**src/sv/i2crm_pkg.sv**
```systemverilog
// shared types and constants of the i2c register master
package i2crm_pkg;

    localparam int MAX_BURST     = 256;
    localparam int BITS_PER_BYTE = 8;

    localparam logic [8:0] BURST_MAX_VAL = 9'(MAX_BURST);
    localparam logic [3:0] BYTE_BITS     = 4'(BITS_PER_BYTE);

    // command codes
    localparam logic [1:0] OP_TICK  = 2'd0;
    localparam logic [1:0] OP_WRITE = 2'd1;
    localparam logic [1:0] OP_READ  = 2'd2;

    // configuration register indexes
    localparam logic CFG_DEVICE_ADDRESS = 1'b0;
    localparam logic CFG_PHASE_TICKS    = 1'b1;

    // bus phases; each phase but idle lasts phase_ticks ticks, with zero acting as one
    typedef enum logic [3:0] {
        PH_IDLE, PH_START_A, PH_START_B, PH_START_C,
        PH_TX_LOW, PH_TX_HIGH, PH_ACK_LOW, PH_ACK_HIGH,
        PH_RX_LOW, PH_RX_HIGH, PH_MACK_LOW, PH_MACK_HIGH,
        PH_STOP_A, PH_STOP_B, PH_STOP_C
    } phase_t;

    // byte stages of a transaction
    typedef enum logic [2:0] {
        ST_ADDR_W, ST_REG, ST_DATA, ST_MID_STOP, ST_ADDR_R, ST_RECV, ST_END_STOP
    } stage_t;

    // sequencer state
    typedef struct packed {
        phase_t      phase;
        stage_t      stage;
        logic [15:0] tick_count;
        logic [3:0]  bit_index;
        logic [7:0]  shift;
        logic [8:0]  bytes_left;
        logic [7:0]  held_reg;
        logic [7:0]  held_data;
        logic        is_read;
        logic        nack_flag;
    } seq_state_t;

    // one result word
    typedef struct packed {
        logic       scl_out;
        logic       sda_out;
        logic       byte_valid;
        logic [7:0] read_byte;
        logic       last_byte;
        logic       nack_seen;
        logic       busy_res;
        logic       done_res;
    } result_t;

endpackage

```
**src/sv/i2crm_if.sv**
```systemverilog
// command and result channel interfaces
interface i2crm_cmd_if;
    logic       valid;
    logic       ready;
    logic [1:0] op;
    logic [7:0] reg_addr;
    logic [7:0] write_data;
    logic [8:0] read_count;
    logic       sda_in;

    modport source (output valid, op, reg_addr, write_data, read_count, sda_in,
                    input ready);
    modport sink   (input valid, op, reg_addr, write_data, read_count, sda_in,
                    output ready);
endinterface

interface i2crm_res_if;
    logic       valid;
    logic       ready;
    logic       scl_out;
    logic       sda_out;
    logic       byte_valid;
    logic [7:0] read_byte;
    logic       last_byte;
    logic       nack_seen;
    logic       busy_res;
    logic       done_res;

    modport source (output valid, scl_out, sda_out, byte_valid, read_byte, last_byte,
                    nack_seen, busy_res, done_res, input ready);
    modport sink   (input valid, scl_out, sda_out, byte_valid, read_byte, last_byte,
                    nack_seen, busy_res, done_res, output ready);
endinterface

```
**src/sv/i2crm_step.sv**
```systemverilog
// next state and result of the bit-phase sequencer for one tick
module i2crm_step (
    input  i2crm_pkg::seq_state_t st,
    input  logic [6:0]            device_address,
    input  logic [15:0]           phase_ticks,
    input  logic [1:0]            op,
    input  logic [7:0]            reg_addr,
    input  logic [7:0]            write_data,
    input  logic [8:0]            read_count,
    input  logic                  sda_in,
    output i2crm_pkg::seq_state_t st_next,
    output i2crm_pkg::result_t    res
);
    import i2crm_pkg::*;

    seq_state_t  s;
    logic [15:0] len;
    logic [15:0] tick_inc;
    logic        phase_end;
    logic        txb;
    logic        mack;
    logic [8:0]  cnt;
    logic [3:0]  bit_inc;
    logic [7:0]  rx_shift;
    logic [8:0]  left_dec;

    always_comb
    begin
        s        = st;
        res      = '0;
        res.scl_out = 1'b1;
        res.sda_out = 1'b1;
        len      = (phase_ticks == 16'd0) ? 16'd1 : phase_ticks;

        // command start from idle
        cnt = read_count;
        if (cnt == 9'd0)
        begin
            cnt = 9'd1;
        end
        if (cnt > BURST_MAX_VAL)
        begin
            cnt = BURST_MAX_VAL;
        end
        if (st.phase == PH_IDLE && (op == OP_WRITE || op == OP_READ))
        begin
            s.held_reg   = reg_addr;
            s.held_data  = write_data;
            s.bytes_left = cnt;
            s.is_read    = (op == OP_READ);
            s.nack_flag  = 1'b0;
            s.stage      = ST_ADDR_W;
            s.phase      = PH_START_A;
            s.tick_count = 16'd0;
        end

        txb       = s.shift[7];
        mack      = (s.bytes_left == 9'd1);
        tick_inc  = s.tick_count + 16'd1;
        phase_end = (tick_inc >= len) || (tick_inc == 16'd0);
        bit_inc   = s.bit_index + 4'd1;
        rx_shift  = {s.shift[6:0], sda_in};
        left_dec  = (s.bytes_left != 9'd0) ? s.bytes_left - 9'd1 : s.bytes_left;

        if (s.phase != PH_IDLE)
        begin
            res.busy_res = 1'b1;

            // drive levels of the phase
            case (s.phase)
                PH_START_A:   begin res.scl_out = 1'b1; res.sda_out = 1'b1; end
                PH_START_B:   begin res.scl_out = 1'b1; res.sda_out = 1'b0; end
                PH_START_C:   begin res.scl_out = 1'b0; res.sda_out = 1'b0; end
                PH_TX_LOW:    begin res.scl_out = 1'b0; res.sda_out = txb;  end
                PH_TX_HIGH:   begin res.scl_out = 1'b1; res.sda_out = txb;  end
                PH_ACK_LOW,
                PH_RX_LOW:    begin res.scl_out = 1'b0; res.sda_out = 1'b1; end
                PH_ACK_HIGH,
                PH_RX_HIGH:   begin res.scl_out = 1'b1; res.sda_out = 1'b1; end
                PH_MACK_LOW:  begin res.scl_out = 1'b0; res.sda_out = mack; end
                PH_MACK_HIGH: begin res.scl_out = 1'b1; res.sda_out = mack; end
                PH_STOP_A:    begin res.scl_out = 1'b0; res.sda_out = 1'b0; end
                PH_STOP_B:    begin res.scl_out = 1'b1; res.sda_out = 1'b0; end
                default:      begin res.scl_out = 1'b1; res.sda_out = 1'b1; end
            endcase

            s.tick_count = tick_inc;

            // phase transitions at the end of a phase
            if (phase_end)
            begin
                s.tick_count = 16'd0;
                case (s.phase)
                    PH_START_A: s.phase = PH_START_B;
                    PH_START_B: s.phase = PH_START_C;
                    PH_START_C:
                    begin
                        s.bit_index = 4'd0;
                        s.phase     = PH_TX_LOW;
                        if (s.stage == ST_ADDR_R)
                        begin
                            s.shift = {device_address, 1'b1};
                        end
                        else
                        begin
                            s.stage = ST_ADDR_W;
                            s.shift = {device_address, 1'b0};
                        end
                    end
                    PH_TX_LOW: s.phase = PH_TX_HIGH;
                    PH_TX_HIGH:
                    begin
                        s.shift     = {s.shift[6:0], 1'b0};
                        s.bit_index = bit_inc;
                        s.phase     = (bit_inc >= BYTE_BITS) ? PH_ACK_LOW : PH_TX_LOW;
                    end
                    PH_ACK_LOW: s.phase = PH_ACK_HIGH;
                    PH_ACK_HIGH:
                    begin
                        if (sda_in)
                        begin
                            s.nack_flag = 1'b1;
                        end
                        case (s.stage)
                            ST_ADDR_W:
                            begin
                                s.stage     = ST_REG;
                                s.shift     = s.held_reg;
                                s.bit_index = 4'd0;
                                s.phase     = PH_TX_LOW;
                            end
                            ST_REG:
                            begin
                                if (s.is_read)
                                begin
                                    s.stage = ST_MID_STOP;
                                    s.phase = PH_STOP_A;
                                end
                                else
                                begin
                                    s.stage     = ST_DATA;
                                    s.shift     = s.held_data;
                                    s.bit_index = 4'd0;
                                    s.phase     = PH_TX_LOW;
                                end
                            end
                            ST_ADDR_R:
                            begin
                                s.stage     = ST_RECV;
                                s.shift     = 8'd0;
                                s.bit_index = 4'd0;
                                s.phase     = PH_RX_LOW;
                            end
                            default:
                            begin
                                s.stage = ST_END_STOP;
                                s.phase = PH_STOP_A;
                            end
                        endcase
                    end
                    PH_RX_LOW: s.phase = PH_RX_HIGH;
                    PH_RX_HIGH:
                    begin
                        s.shift     = rx_shift;
                        s.bit_index = bit_inc;
                        if (bit_inc >= BYTE_BITS)
                        begin
                            res.byte_valid = 1'b1;
                            res.read_byte  = rx_shift;
                            res.last_byte  = mack;
                            s.phase        = PH_MACK_LOW;
                        end
                        else
                        begin
                            s.phase = PH_RX_LOW;
                        end
                    end
                    PH_MACK_LOW: s.phase = PH_MACK_HIGH;
                    PH_MACK_HIGH:
                    begin
                        s.bytes_left = left_dec;
                        if (left_dec == 9'd0)
                        begin
                            s.stage = ST_END_STOP;
                            s.phase = PH_STOP_A;
                        end
                        else
                        begin
                            s.shift     = 8'd0;
                            s.bit_index = 4'd0;
                            s.phase     = PH_RX_LOW;
                        end
                    end
                    PH_STOP_A: s.phase = PH_STOP_B;
                    PH_STOP_B: s.phase = PH_STOP_C;
                    default:
                    begin
                        if (s.stage == ST_MID_STOP)
                        begin
                            s.stage = ST_ADDR_R;
                            s.phase = PH_START_A;
                        end
                        else
                        begin
                            res.done_res = 1'b1;
                            s.phase      = PH_IDLE;
                        end
                    end
                endcase
            end
        end

        res.nack_seen = s.nack_flag;
        st_next       = s;
    end

endmodule

```
**src/sv/i2c_register_master.sv**
```systemverilog
// i2c register master top level: sequencer state, config registers, result register
// latency: a result word is registered and appears in the cycle after its command word is accepted
// throughput: one command word per cycle while the result register is free or being taken
// the tick logic between sequencer state and result register sets the cycle time
// reset: sequencer idle, device address 0, phase_ticks 5, no result pending
module i2c_register_master (
    input  logic                 clk,
    input  logic                 rst_n,
    input  logic                 cfg_we,
    input  logic                 cfg_index,
    input  logic [15:0]          cfg_wdata,
    i2crm_cmd_if.sink            cmd,
    i2crm_res_if.source          res
);
    import i2crm_pkg::*;

    seq_state_t  seq_reg;
    seq_state_t  seq_next;
    result_t     step_res;
    result_t     res_data_reg;
    logic        res_valid_reg;
    logic [6:0]  dev_addr_reg;
    logic [15:0] phase_ticks_reg;
    logic        accept;

    // tick logic
    i2crm_step u_step (
        .st             (seq_reg),
        .device_address (dev_addr_reg),
        .phase_ticks    (phase_ticks_reg),
        .op             (cmd.op),
        .reg_addr       (cmd.reg_addr),
        .write_data     (cmd.write_data),
        .read_count     (cmd.read_count),
        .sda_in         (cmd.sda_in),
        .st_next        (seq_next),
        .res            (step_res)
    );

    // take a word whenever the output register is free or being emptied
    assign cmd.ready = !res_valid_reg || res.ready;
    assign accept    = cmd.valid && cmd.ready;

    // configuration registers
    always_ff @(posedge clk or negedge rst_n)
    begin
        if (!rst_n)
        begin
            dev_addr_reg    <= 7'd0;
            phase_ticks_reg <= 16'd5;
        end
        else if (cfg_we)
        begin
            case (cfg_index)
                CFG_DEVICE_ADDRESS: dev_addr_reg    <= cfg_wdata[6:0];
                CFG_PHASE_TICKS:    phase_ticks_reg <= cfg_wdata;
                default:            ;
            endcase
        end
    end

    // sequencer state
    always_ff @(posedge clk or negedge rst_n)
    begin
        if (!rst_n)
        begin
            seq_reg <= '{phase: PH_IDLE, stage: ST_ADDR_W, default: '0};
        end
        else if (accept)
        begin
            seq_reg <= seq_next;
        end
    end

    // result register
    always_ff @(posedge clk or negedge rst_n)
    begin
        if (!rst_n)
        begin
            res_valid_reg <= 1'b0;
        end
        else if (accept)
        begin
            res_valid_reg <= 1'b1;
        end
        else if (res.ready)
        begin
            res_valid_reg <= 1'b0;
        end
    end

    always_ff @(posedge clk)
    begin
        if (accept)
        begin
            res_data_reg <= step_res;
        end
    end

    assign res.valid      = res_valid_reg;
    assign res.scl_out    = res_data_reg.scl_out;
    assign res.sda_out    = res_data_reg.sda_out;
    assign res.byte_valid = res_data_reg.byte_valid;
    assign res.read_byte  = res_data_reg.read_byte;
    assign res.last_byte  = res_data_reg.last_byte;
    assign res.nack_seen  = res_data_reg.nack_seen;
    assign res.busy_res   = res_data_reg.busy_res;
    assign res.done_res   = res_data_reg.done_res;

endmodule

```
**src/flat_wrapper.sv**
```systemverilog
// flat-port wrapper written by rule: the top's interface ports become plain ports
module i2c_register_master_flat import i2crm_pkg::*;
  (clk, rst_n, cfg_we, cfg_index, cfg_wdata, cmd_valid, cmd_op, cmd_reg_addr, cmd_write_data, cmd_read_count, cmd_sda_in, cmd_ready, res_valid, res_scl_out, res_sda_out, res_byte_valid, res_read_byte, res_last_byte, res_nack_seen, res_busy_res, res_done_res, res_ready);
  i2crm_cmd_if cmd_i ();
  i2crm_res_if res_i ();
  input  logic clk;
  input  logic rst_n;
  input  logic cfg_we;
  input  logic cfg_index;
  input  logic [15:0] cfg_wdata;
  input wire logic [$bits(cmd_i.valid)-1:0] cmd_valid;
  input wire logic [$bits(cmd_i.op)-1:0] cmd_op;
  input wire logic [$bits(cmd_i.reg_addr)-1:0] cmd_reg_addr;
  input wire logic [$bits(cmd_i.write_data)-1:0] cmd_write_data;
  input wire logic [$bits(cmd_i.read_count)-1:0] cmd_read_count;
  input wire logic [$bits(cmd_i.sda_in)-1:0] cmd_sda_in;
  output wire logic [$bits(cmd_i.ready)-1:0] cmd_ready;
  output wire logic [$bits(res_i.valid)-1:0] res_valid;
  output wire logic [$bits(res_i.scl_out)-1:0] res_scl_out;
  output wire logic [$bits(res_i.sda_out)-1:0] res_sda_out;
  output wire logic [$bits(res_i.byte_valid)-1:0] res_byte_valid;
  output wire logic [$bits(res_i.read_byte)-1:0] res_read_byte;
  output wire logic [$bits(res_i.last_byte)-1:0] res_last_byte;
  output wire logic [$bits(res_i.nack_seen)-1:0] res_nack_seen;
  output wire logic [$bits(res_i.busy_res)-1:0] res_busy_res;
  output wire logic [$bits(res_i.done_res)-1:0] res_done_res;
  input wire logic [$bits(res_i.ready)-1:0] res_ready;
  assign cmd_i.valid = cmd_valid;
  assign cmd_i.op = cmd_op;
  assign cmd_i.reg_addr = cmd_reg_addr;
  assign cmd_i.write_data = cmd_write_data;
  assign cmd_i.read_count = cmd_read_count;
  assign cmd_i.sda_in = cmd_sda_in;
  assign cmd_ready = cmd_i.ready;
  assign res_valid = res_i.valid;
  assign res_scl_out = res_i.scl_out;
  assign res_sda_out = res_i.sda_out;
  assign res_byte_valid = res_i.byte_valid;
  assign res_read_byte = res_i.read_byte;
  assign res_last_byte = res_i.last_byte;
  assign res_nack_seen = res_i.nack_seen;
  assign res_busy_res = res_i.busy_res;
  assign res_done_res = res_i.done_res;
  assign res_i.ready = res_ready;
  i2c_register_master u_core (.clk(clk), .rst_n(rst_n), .cfg_we(cfg_we), .cfg_index(cfg_index), .cfg_wdata(cfg_wdata), .cmd(cmd_i), .res(res_i));
endmodule
```
**config.mk**
```make
export PLATFORM = sky130hd
export DESIGN_NAME = i2c_register_master_flat
export DESIGN_NICKNAME = d
export VERILOG_FILES = /design/src/sv/i2crm_pkg.sv /design/src/sv/i2crm_if.sv /design/src/sv/i2crm_step.sv /design/src/sv/i2c_register_master.sv /design/src/flat_wrapper.sv
export SDC_FILE = /design/constraint.sdc
export NUM_CORES = 1
export LEC_CHECK = 0
export BUFFER_PORTS_ARGS = -buffer_cell sky130_fd_sc_hd__buf_2
export CORE_ASPECT_RATIO = 0.9
export CORE_MARGIN = 10
export CORE_UTILIZATION = 35
export CTS_CLUSTER_DIAMETER = 100
export DETAILED_ROUTE_END_ITERATION = 10
export PLACE_DENSITY = 0.64
export SLEW_MARGIN = 15
export SYNTH_ARGS = -nofsm -noshare
export SYNTH_HDL_FRONTEND = slang
export SYNTH_SLANG_ARGS = --single-unit
```
**constraint.sdc**
```tcl
create_clock -name clk -period 7.6 [get_ports clk]
set_input_delay 1.14 -clock clk [delete_from_list [all_inputs] [get_ports clk]]
set_output_delay 1.14 -clock clk [all_outputs]
set_load 0.02 [all_outputs]
```
==> flow_metrics.tcl, run 1 <==
set metrics [dict create \
    hold_violations 0 \
    fp.dieW_um 165 \
    netSwitchingFraction_pct 41.5 \
    grt_pass1_vias 5495 \
    wl_um 18000 \
    fin_hold_ws_ps 480 \
    cp_num_buf_inv 5 \
    leakage_nw 3.21 \
    grt_usage_pct 14.8 \
    syn2layout_area_growth_pct 11.9 \
    syn_area_um2 6660 \
    dp_cells 999 \
    ys.flop_type "dfrtp_1" \
    ant_nets 0 \
    finish.utilization_pct 40.2 \
    setup-tns-final_ps 0 \
    fmax_mhz 180 \
    critPathTopFamily "simple AND/OR/NAND/NOR gates" \
    nets 837 \
    num_vias 5686 \
    htree_levels 3 \
    vias_per_cell 5.60 \
    rsz0062_at_grt "false" \
    synth_nets 798 \
    drive_above_1_share_pct 20.9 \
    gp_congestion 0.934 \
    ys_ff_latch 101 \
    p_seq_share_pct 36.8 \
    grt_max_degree 79 \
    fin_area_um2 7450 \
    seq_area_frac_synth_pct 39.1 \
    cts_buffers 9 \
    ir_drop_v 0.000161 \
    cp_data_required_time_ps 7840 \
    antenna_cells 0 \
    cp_max_fo 23 \
    worst-setup-path-type "in2reg" \
    synth-xor-area-share_pct 2.37 \
    crit_path_top_delay_cell "or3b_2" \
    layout_setup_ws_ps 2030 \
    post_cts_buffers 0 \
    synth_compound_area_share_pct 18.4 \
    crit_chain "buf_2 > inv_1 > ha_1 > buf_4 > inv_1 > nand2_1 > buf_4 > nor3_1 > a21oi_1 > ha_1 > or3b_2 > o22ai_1 > o32ai_1 > xnor2_1 > a2111oi_4 > nand4_2 > nand4_4 > mux2_1" \
    synthMuxAreaShare_pct 10.3 \
    p_int_mw 1.37 \
    synthArstFlopShare_pct 85.1 \
    cts_num_sinks 101 \
    synth_top_family_by_area "simple AND/OR/NAND/NOR gates" \
    synthSimpleGateAreaFrac_pct 20.9 \
    largest_reg_flops 62 \
    synth-edff-count 15 \
    cp-start-kind "input port" \
    final_cell_mix "93 x nand2_1, 84 x dfrtp_1, 65 x buf_2" \
    setup_viol 0 \
    slowest_delay_ps 460 \
    status "finished, final reports clean" \
    drt-pass1-iter-count 5 \
    initial_core_util_pct 36.0 \
    post-dp-hpwl_um 13000 \
    synthCells 726 \
    relSlewSlack_pct 27.8 \
    synth_warnings 0 \
    core_area_um2 18500 \
    synth_fa_ha_area_share_pct 4.13 \
    io_pins 67 \
    comb_power_share_pct 42.3 \
    io_buffers 66 \
    clock_path_buffers 2 \
    placed_area_um2 7140 \
    maxCapViolCount 0 \
    postCtsHoldBufs 0 \
    drv_slew 0 \
    grt_antenna_before_repair 0 \
    fin_cells 1015 \
    clock_latency_ps 360 \
    hold_class "reg2reg" \
    period_minus_slack_ps 5570 \
    endpoint_kind "register" \
    grt_pass1_wl_um 29600 \
    worst_slew_pin_slew_ps 1070 \
    yosysUniqueCellTypes 81 \
    rows 47 \
    finalCritPeriodShare_pct 73.3 \
    grt-ovfl-total 0 \
    cts_tree "done" \
    fp.dieH_um 151 \
    root_buffer "clkbuf_16" \
    drt_iter0_drc 526 \
    cts_resized 0 \
    dieArea_um2 25000 \
    p_clk_share_pct 20.9 \
    finClkSkew_ps 8.68 \
    clk_pin_slew_ps 70 \
    finalPower_mw 2.34 \
    p_sw_uw 972 \
    pre_cts_slack_ps 1720 \
    drc 0 \
    final_common_cell "nand2_1" \
    avgSynthCellArea_um2 9.18 \
    post_drt_wl_per_cell_um 17.7 \
    worstPathArrival_ps 5810 \
    p_per_area_nw_per_um2 315 \
]
-- cells in the mapped netlist, types with 6 or more instances --
cell type,number,area (um2)
a21o_1,9,67.6
dfrtp_1,84,2100
mux2_2,40,450
a31oi_1,6,37.5
mux2i_1,7,70.1
mux2_4,9,135
nand4_1,11,68.8
clkbuf_1,31,116
nor3b_1,9,67.6
nor2_1,47,176
xnor2_1,12,105
edfxtp_1,15,450
o211ai_1,6,45.0
a22o_1,7,61.3
nand2_1,93,349
a21oi_1,54,270
inv_1,29,109
and2_1,15,93.8
ha_1,22,275
xor2_1,6,52.6
o21ai_0,44,220
nor3_1,16,80.1
nand3_1,22,110
nor4_1,6,37.5
nor4b_1,6,52.6
nand2b_1,6,37.5
o22ai_1,9,56.3
or3_1,6,37.5
o21ai_1,7,35.0
-- layer usage --
metal | track usage (%) | up-vias | share of wire, % | wire length (um)
met5 | 0 | - | 0 | 0
met4 | 3.38 | 0 | 1.3 | 227
met3 | 4.42 | 24 | 8.8 | 1580
met2 | 21.6 | 232 | 42 | 7570
met1 | 20.9 | 2680 | 48 | 8640
li1 | - | 2750 | - | -
-- power by group through the flow --
stage | Sequential [mW] | Clock [mW] | Combinational [mW]
detailed placement | 0.869 | 0 | 0.980
CTS | 0.859 | 0.506 | 0.984
global route | 0.883 | 0.531 | 1.11
global placement | 0.868 | 0 | 0.975
floorplan | 0.784 | 0 | 0.817
finish | 0.863 | 0.490 | 0.991
-- tightest hold or removal path, delay by kind of cell, from the launching register on --
| family | cells | cell delay (ps) |
|---|---|---|
| compound gates | 1 | 60 |
| flops | 1 | 340 |
| simple gates | 1 | 50 |
-- kinds of logic after synthesis --
| family | Yosys count |
|---|---|
| and+or+nand+nor | 264 |
| AOI/OAI and AO/OA | 187 |
| DFF | 101 |
| buffers and inverters | 75 |
| muxes | 59 |
| adders and majority gates | 22 |
| xor gates and xnor gates | 18 |
-- final timing paths --
check	slack, ps	startpoint	endpoint	cells after the start
worst max-delay path	2030	cmd_op[0]	u_core.seq_reg[38]	18
min in group asynchronous	600	rst_n	u_core.seq_reg[24]	1
max in group asynchronous	5780	rst_n	u_core.seq_reg[17]	2
worst max register to register	2470	u_core.seq_reg[60]	u_core.seq_reg[38]	13
worst min-delay path	480	u_core.seq_reg[10]	u_core.seq_reg[10]	2
worst min register to register	480	u_core.seq_reg[10]	u_core.seq_reg[10]	2
-- area by class of cell --
class | instances | area (um2)
repair buffers | 72 | 378
inverters | 31 | 116
well taps | 245 | 307
clock buffers | 10 | 229
fillers | 1874 | 11100
flip-flops and latches | 101 | 2610
multi-input cells | 550 | 3740
clock inverters | 6 | 78.8
No activity file was read; power rests on OpenSTA's default activity.
==> run 2: changes to the inputs <==
--- a/config.mk
+++ b/config.mk
@@ -11,7 +11,7 @@
 export CORE_UTILIZATION = 35
 export CTS_CLUSTER_DIAMETER = 100
 export DETAILED_ROUTE_END_ITERATION = 10
-export PLACE_DENSITY = 0.64
+export PLACE_DENSITY = 0.66
 export SLEW_MARGIN = 15
 export SYNTH_ARGS = -nofsm -noshare
 export SYNTH_HDL_FRONTEND = slang
==> constraint.sdc (replaced) <==
create_clock -name clk -period 4.8 [get_ports clk]
set_input_delay 0.72 -clock clk [delete_from_list [all_inputs] [get_ports clk]]
set_output_delay 0.72 -clock clk [all_outputs]
set_load 0.02 [all_outputs]
==> run 2 against run 1 <==
Effect of this change:
- register-to-register slack got worse by 2100 ps
- combinational power increased by 68%
- wire length increased by 3.5%
- sequential cell count unchanged
- total power increased by 61%
- clock power increased by 58%
- core utilization increased by 0.82 points
- count of clock-buffer cells in the layout unchanged
- clock skew increased by 5.2 ps
- first-iteration DRC count decreased by 0.95%
- critical path type is now reg2reg
- critical endpoint is now u_core.seq_reg[34]
- largest cell class unchanged
- largest power group unchanged
==> flow_metrics.tcl, run 2 (synthesis results as in run 1) <==
set metrics [dict create \
    nets 853 \
    fp.dieW_um 165 \
    root_buffer "clkbuf_16" \
    cp_num_buf_inv 0 \
    fp.dieH_um 151 \
    p_sw_mw 1.58 \
    cts_num_sinks 101 \
    pre_cts_slack_ps 98.8 \
    fmax_mhz 226 \
    ir_drop_v 0.000224 \
    htree_levels 3 \
    relSlewSlack_pct 29.1 \
    dieArea_um2 25000 \
    grt-ovfl-total 0 \
    worst-setup-path-type "reg2reg" \
    worstPathArrival_ps 4670 \
    p_seq_share_pct 35.6 \
    fin_hold_ws_ps 383 \
    cp-start-kind "register" \
    syn2layout_area_growth_pct 14.1 \
    finalPower_mw 3.77 \
    final_common_cell "nand2_1" \
    fin_area_um2 7600 \
    io_buffers 66 \
    crit_chain "or4_4 > or3_4 > nor2_1 > a21oi_1 > ha_1 > or3b_2 > o22ai_1 > o32ai_1 > xnor2_1 > a2111oi_4 > nand4_2 > nand4_4 > mux2_1" \
    cp_data_required_time_ps 5040 \
    worst_slew_pin_slew_ps 1050 \
    crit_end "u_core.seq_reg[34]" \
    core_area_um2 18500 \
    setup-tns-final_ps 0 \
    cts_buffers 9 \
    ff_latch_area_um2 2610 \
    post_drt_wl_per_cell_um 18.1 \
    fillerInstances 1831 \
    num_vias 5831 \
    cp_max_fo 12 \
    finClkSkew_ps 13.9 \
    vias_per_cell 5.66 \
    reg2reg_slack_ps 370 \
    hold_violations 0 \
    rsz0062_at_grt "false" \
    io_pins 67 \
    grt_usage_pct 15.3 \
    crit_path_top_delay_cell "or4_4" \
    finalCritPeriodShare_pct 92.4 \
    status "finished, final reports clean" \
    multiInputGateArea_um2 3760 \
    setup_viol 0 \
    clk_pin_slew_ps 80 \
    hold_class "in2async" \
    ant_nets 0 \
    endpoint_kind "register" \
    drv_slew 0 \
    grt_antenna_before_repair 0 \
    path_depth 13 \
    p_clk_share_pct 20.5 \
    drive_above_1_share_pct 23.3 \
    clock_path_buffers 2 \
    clock_latency_ps 360 \
    cts_tree "done" \
    postCtsHoldBufs 0 \
    netSwitchingFraction_pct 41.8 \
    cts_resized 0 \
    grt_max_degree 48 \
    largest_reg_flops 62 \
    comb_power_share_pct 43.9 \
    period_minus_slack_ps 4430 \
    crit_start "u_core.seq_reg[60]" \
    placed_area_um2 7280 \
    slowest_delay_ps 600 \
    leakage_nw 3.29 \
    gp_congestion 0.947 \
    initial_core_util_pct 36.0 \
    final_cell_mix "92 x nand2_1, 84 x dfrtp_1, 65 x buf_2" \
    drt-pass1-iter-count 6 \
    wl_um 18600 \
    antenna_cells 0 \
    rows 47 \
    critPathTopFamily "simple AND/OR/NAND/NOR gates" \
    post-dp-hpwl_um 14000 \
    drt_iter0_drc 521 \
    maxCapViolCount 0 \
    r2r_start "u_core.seq_reg[60]" \
    p_int_mw 2.20 \
    ff2ff_path_depth 13 \
    worstReg2RegEnd "u_core.seq_reg[34]" \
    post_cts_buffers 0 \
    drc 0 \
    p_per_area_nw_per_um2 496 \
    grt_pass1_vias 5700 \
    layout_setup_ws_ps 367 \
    grt_pass1_wl_um 30800 \
]
[run 2: through the flow]
stage | util [%] | std cells
after floorplan | - | 726
after global placement | 39.3 | 1015
after detailed placement | 39.3 | 1015
after CTS | 41.0 | 1031
after global routing | 41.0 | 1031
final | 41.0 | 1031
[run 2: power by group through the flow]
stage | registers (mW) | logic (mW) | clock network [mW]
after floorplan | 1.24 | 1.30 | 0
after global placement | 1.35 | 1.62 | 0
after detailed placement | 1.35 | 1.63 | 0
after CTS | 1.34 | 1.64 | 0.794
after global routing | 1.38 | 1.86 | 0.826
final | 1.34 | 1.66 | 0.774
[run 2: cell type report]
cell class,count,area share [%]
sequential,101,34.3
clock inverter,6,0.922
tap,245,4.03
inverter,31,1.53
clock buffer,10,3.29
multi-input combinational,550,49.4
timing repair buffer,88,6.55
[run 2: routing by layer]
| metal | GRT usage [%] | routed length, um |
|---|---|---|
| met1 | 21.5 | 8840 |
| met2 | 23.4 | 8210 |
| met3 | 3.83 | 1440 |
| met4 | 2.89 | 157 |
| met5 | 0 | 0 |
[run 2: worst min-delay path by stage]
stage                     slack (ps)  cells past startpoint                endpoint               from
after floorplan                  420                      0  u_core.dev_addr_reg[0]              rst_n
after global placement           460                      2       u_core.seq_reg[0]  u_core.seq_reg[0]
after detailed placement         470                      2       u_core.seq_reg[0]  u_core.seq_reg[0]
after CTS                        410                      1      u_core.seq_reg[19]              rst_n
after global routing             430                      1      u_core.seq_reg[19]              rst_n
final                            380                      1      u_core.seq_reg[19]              rst_n
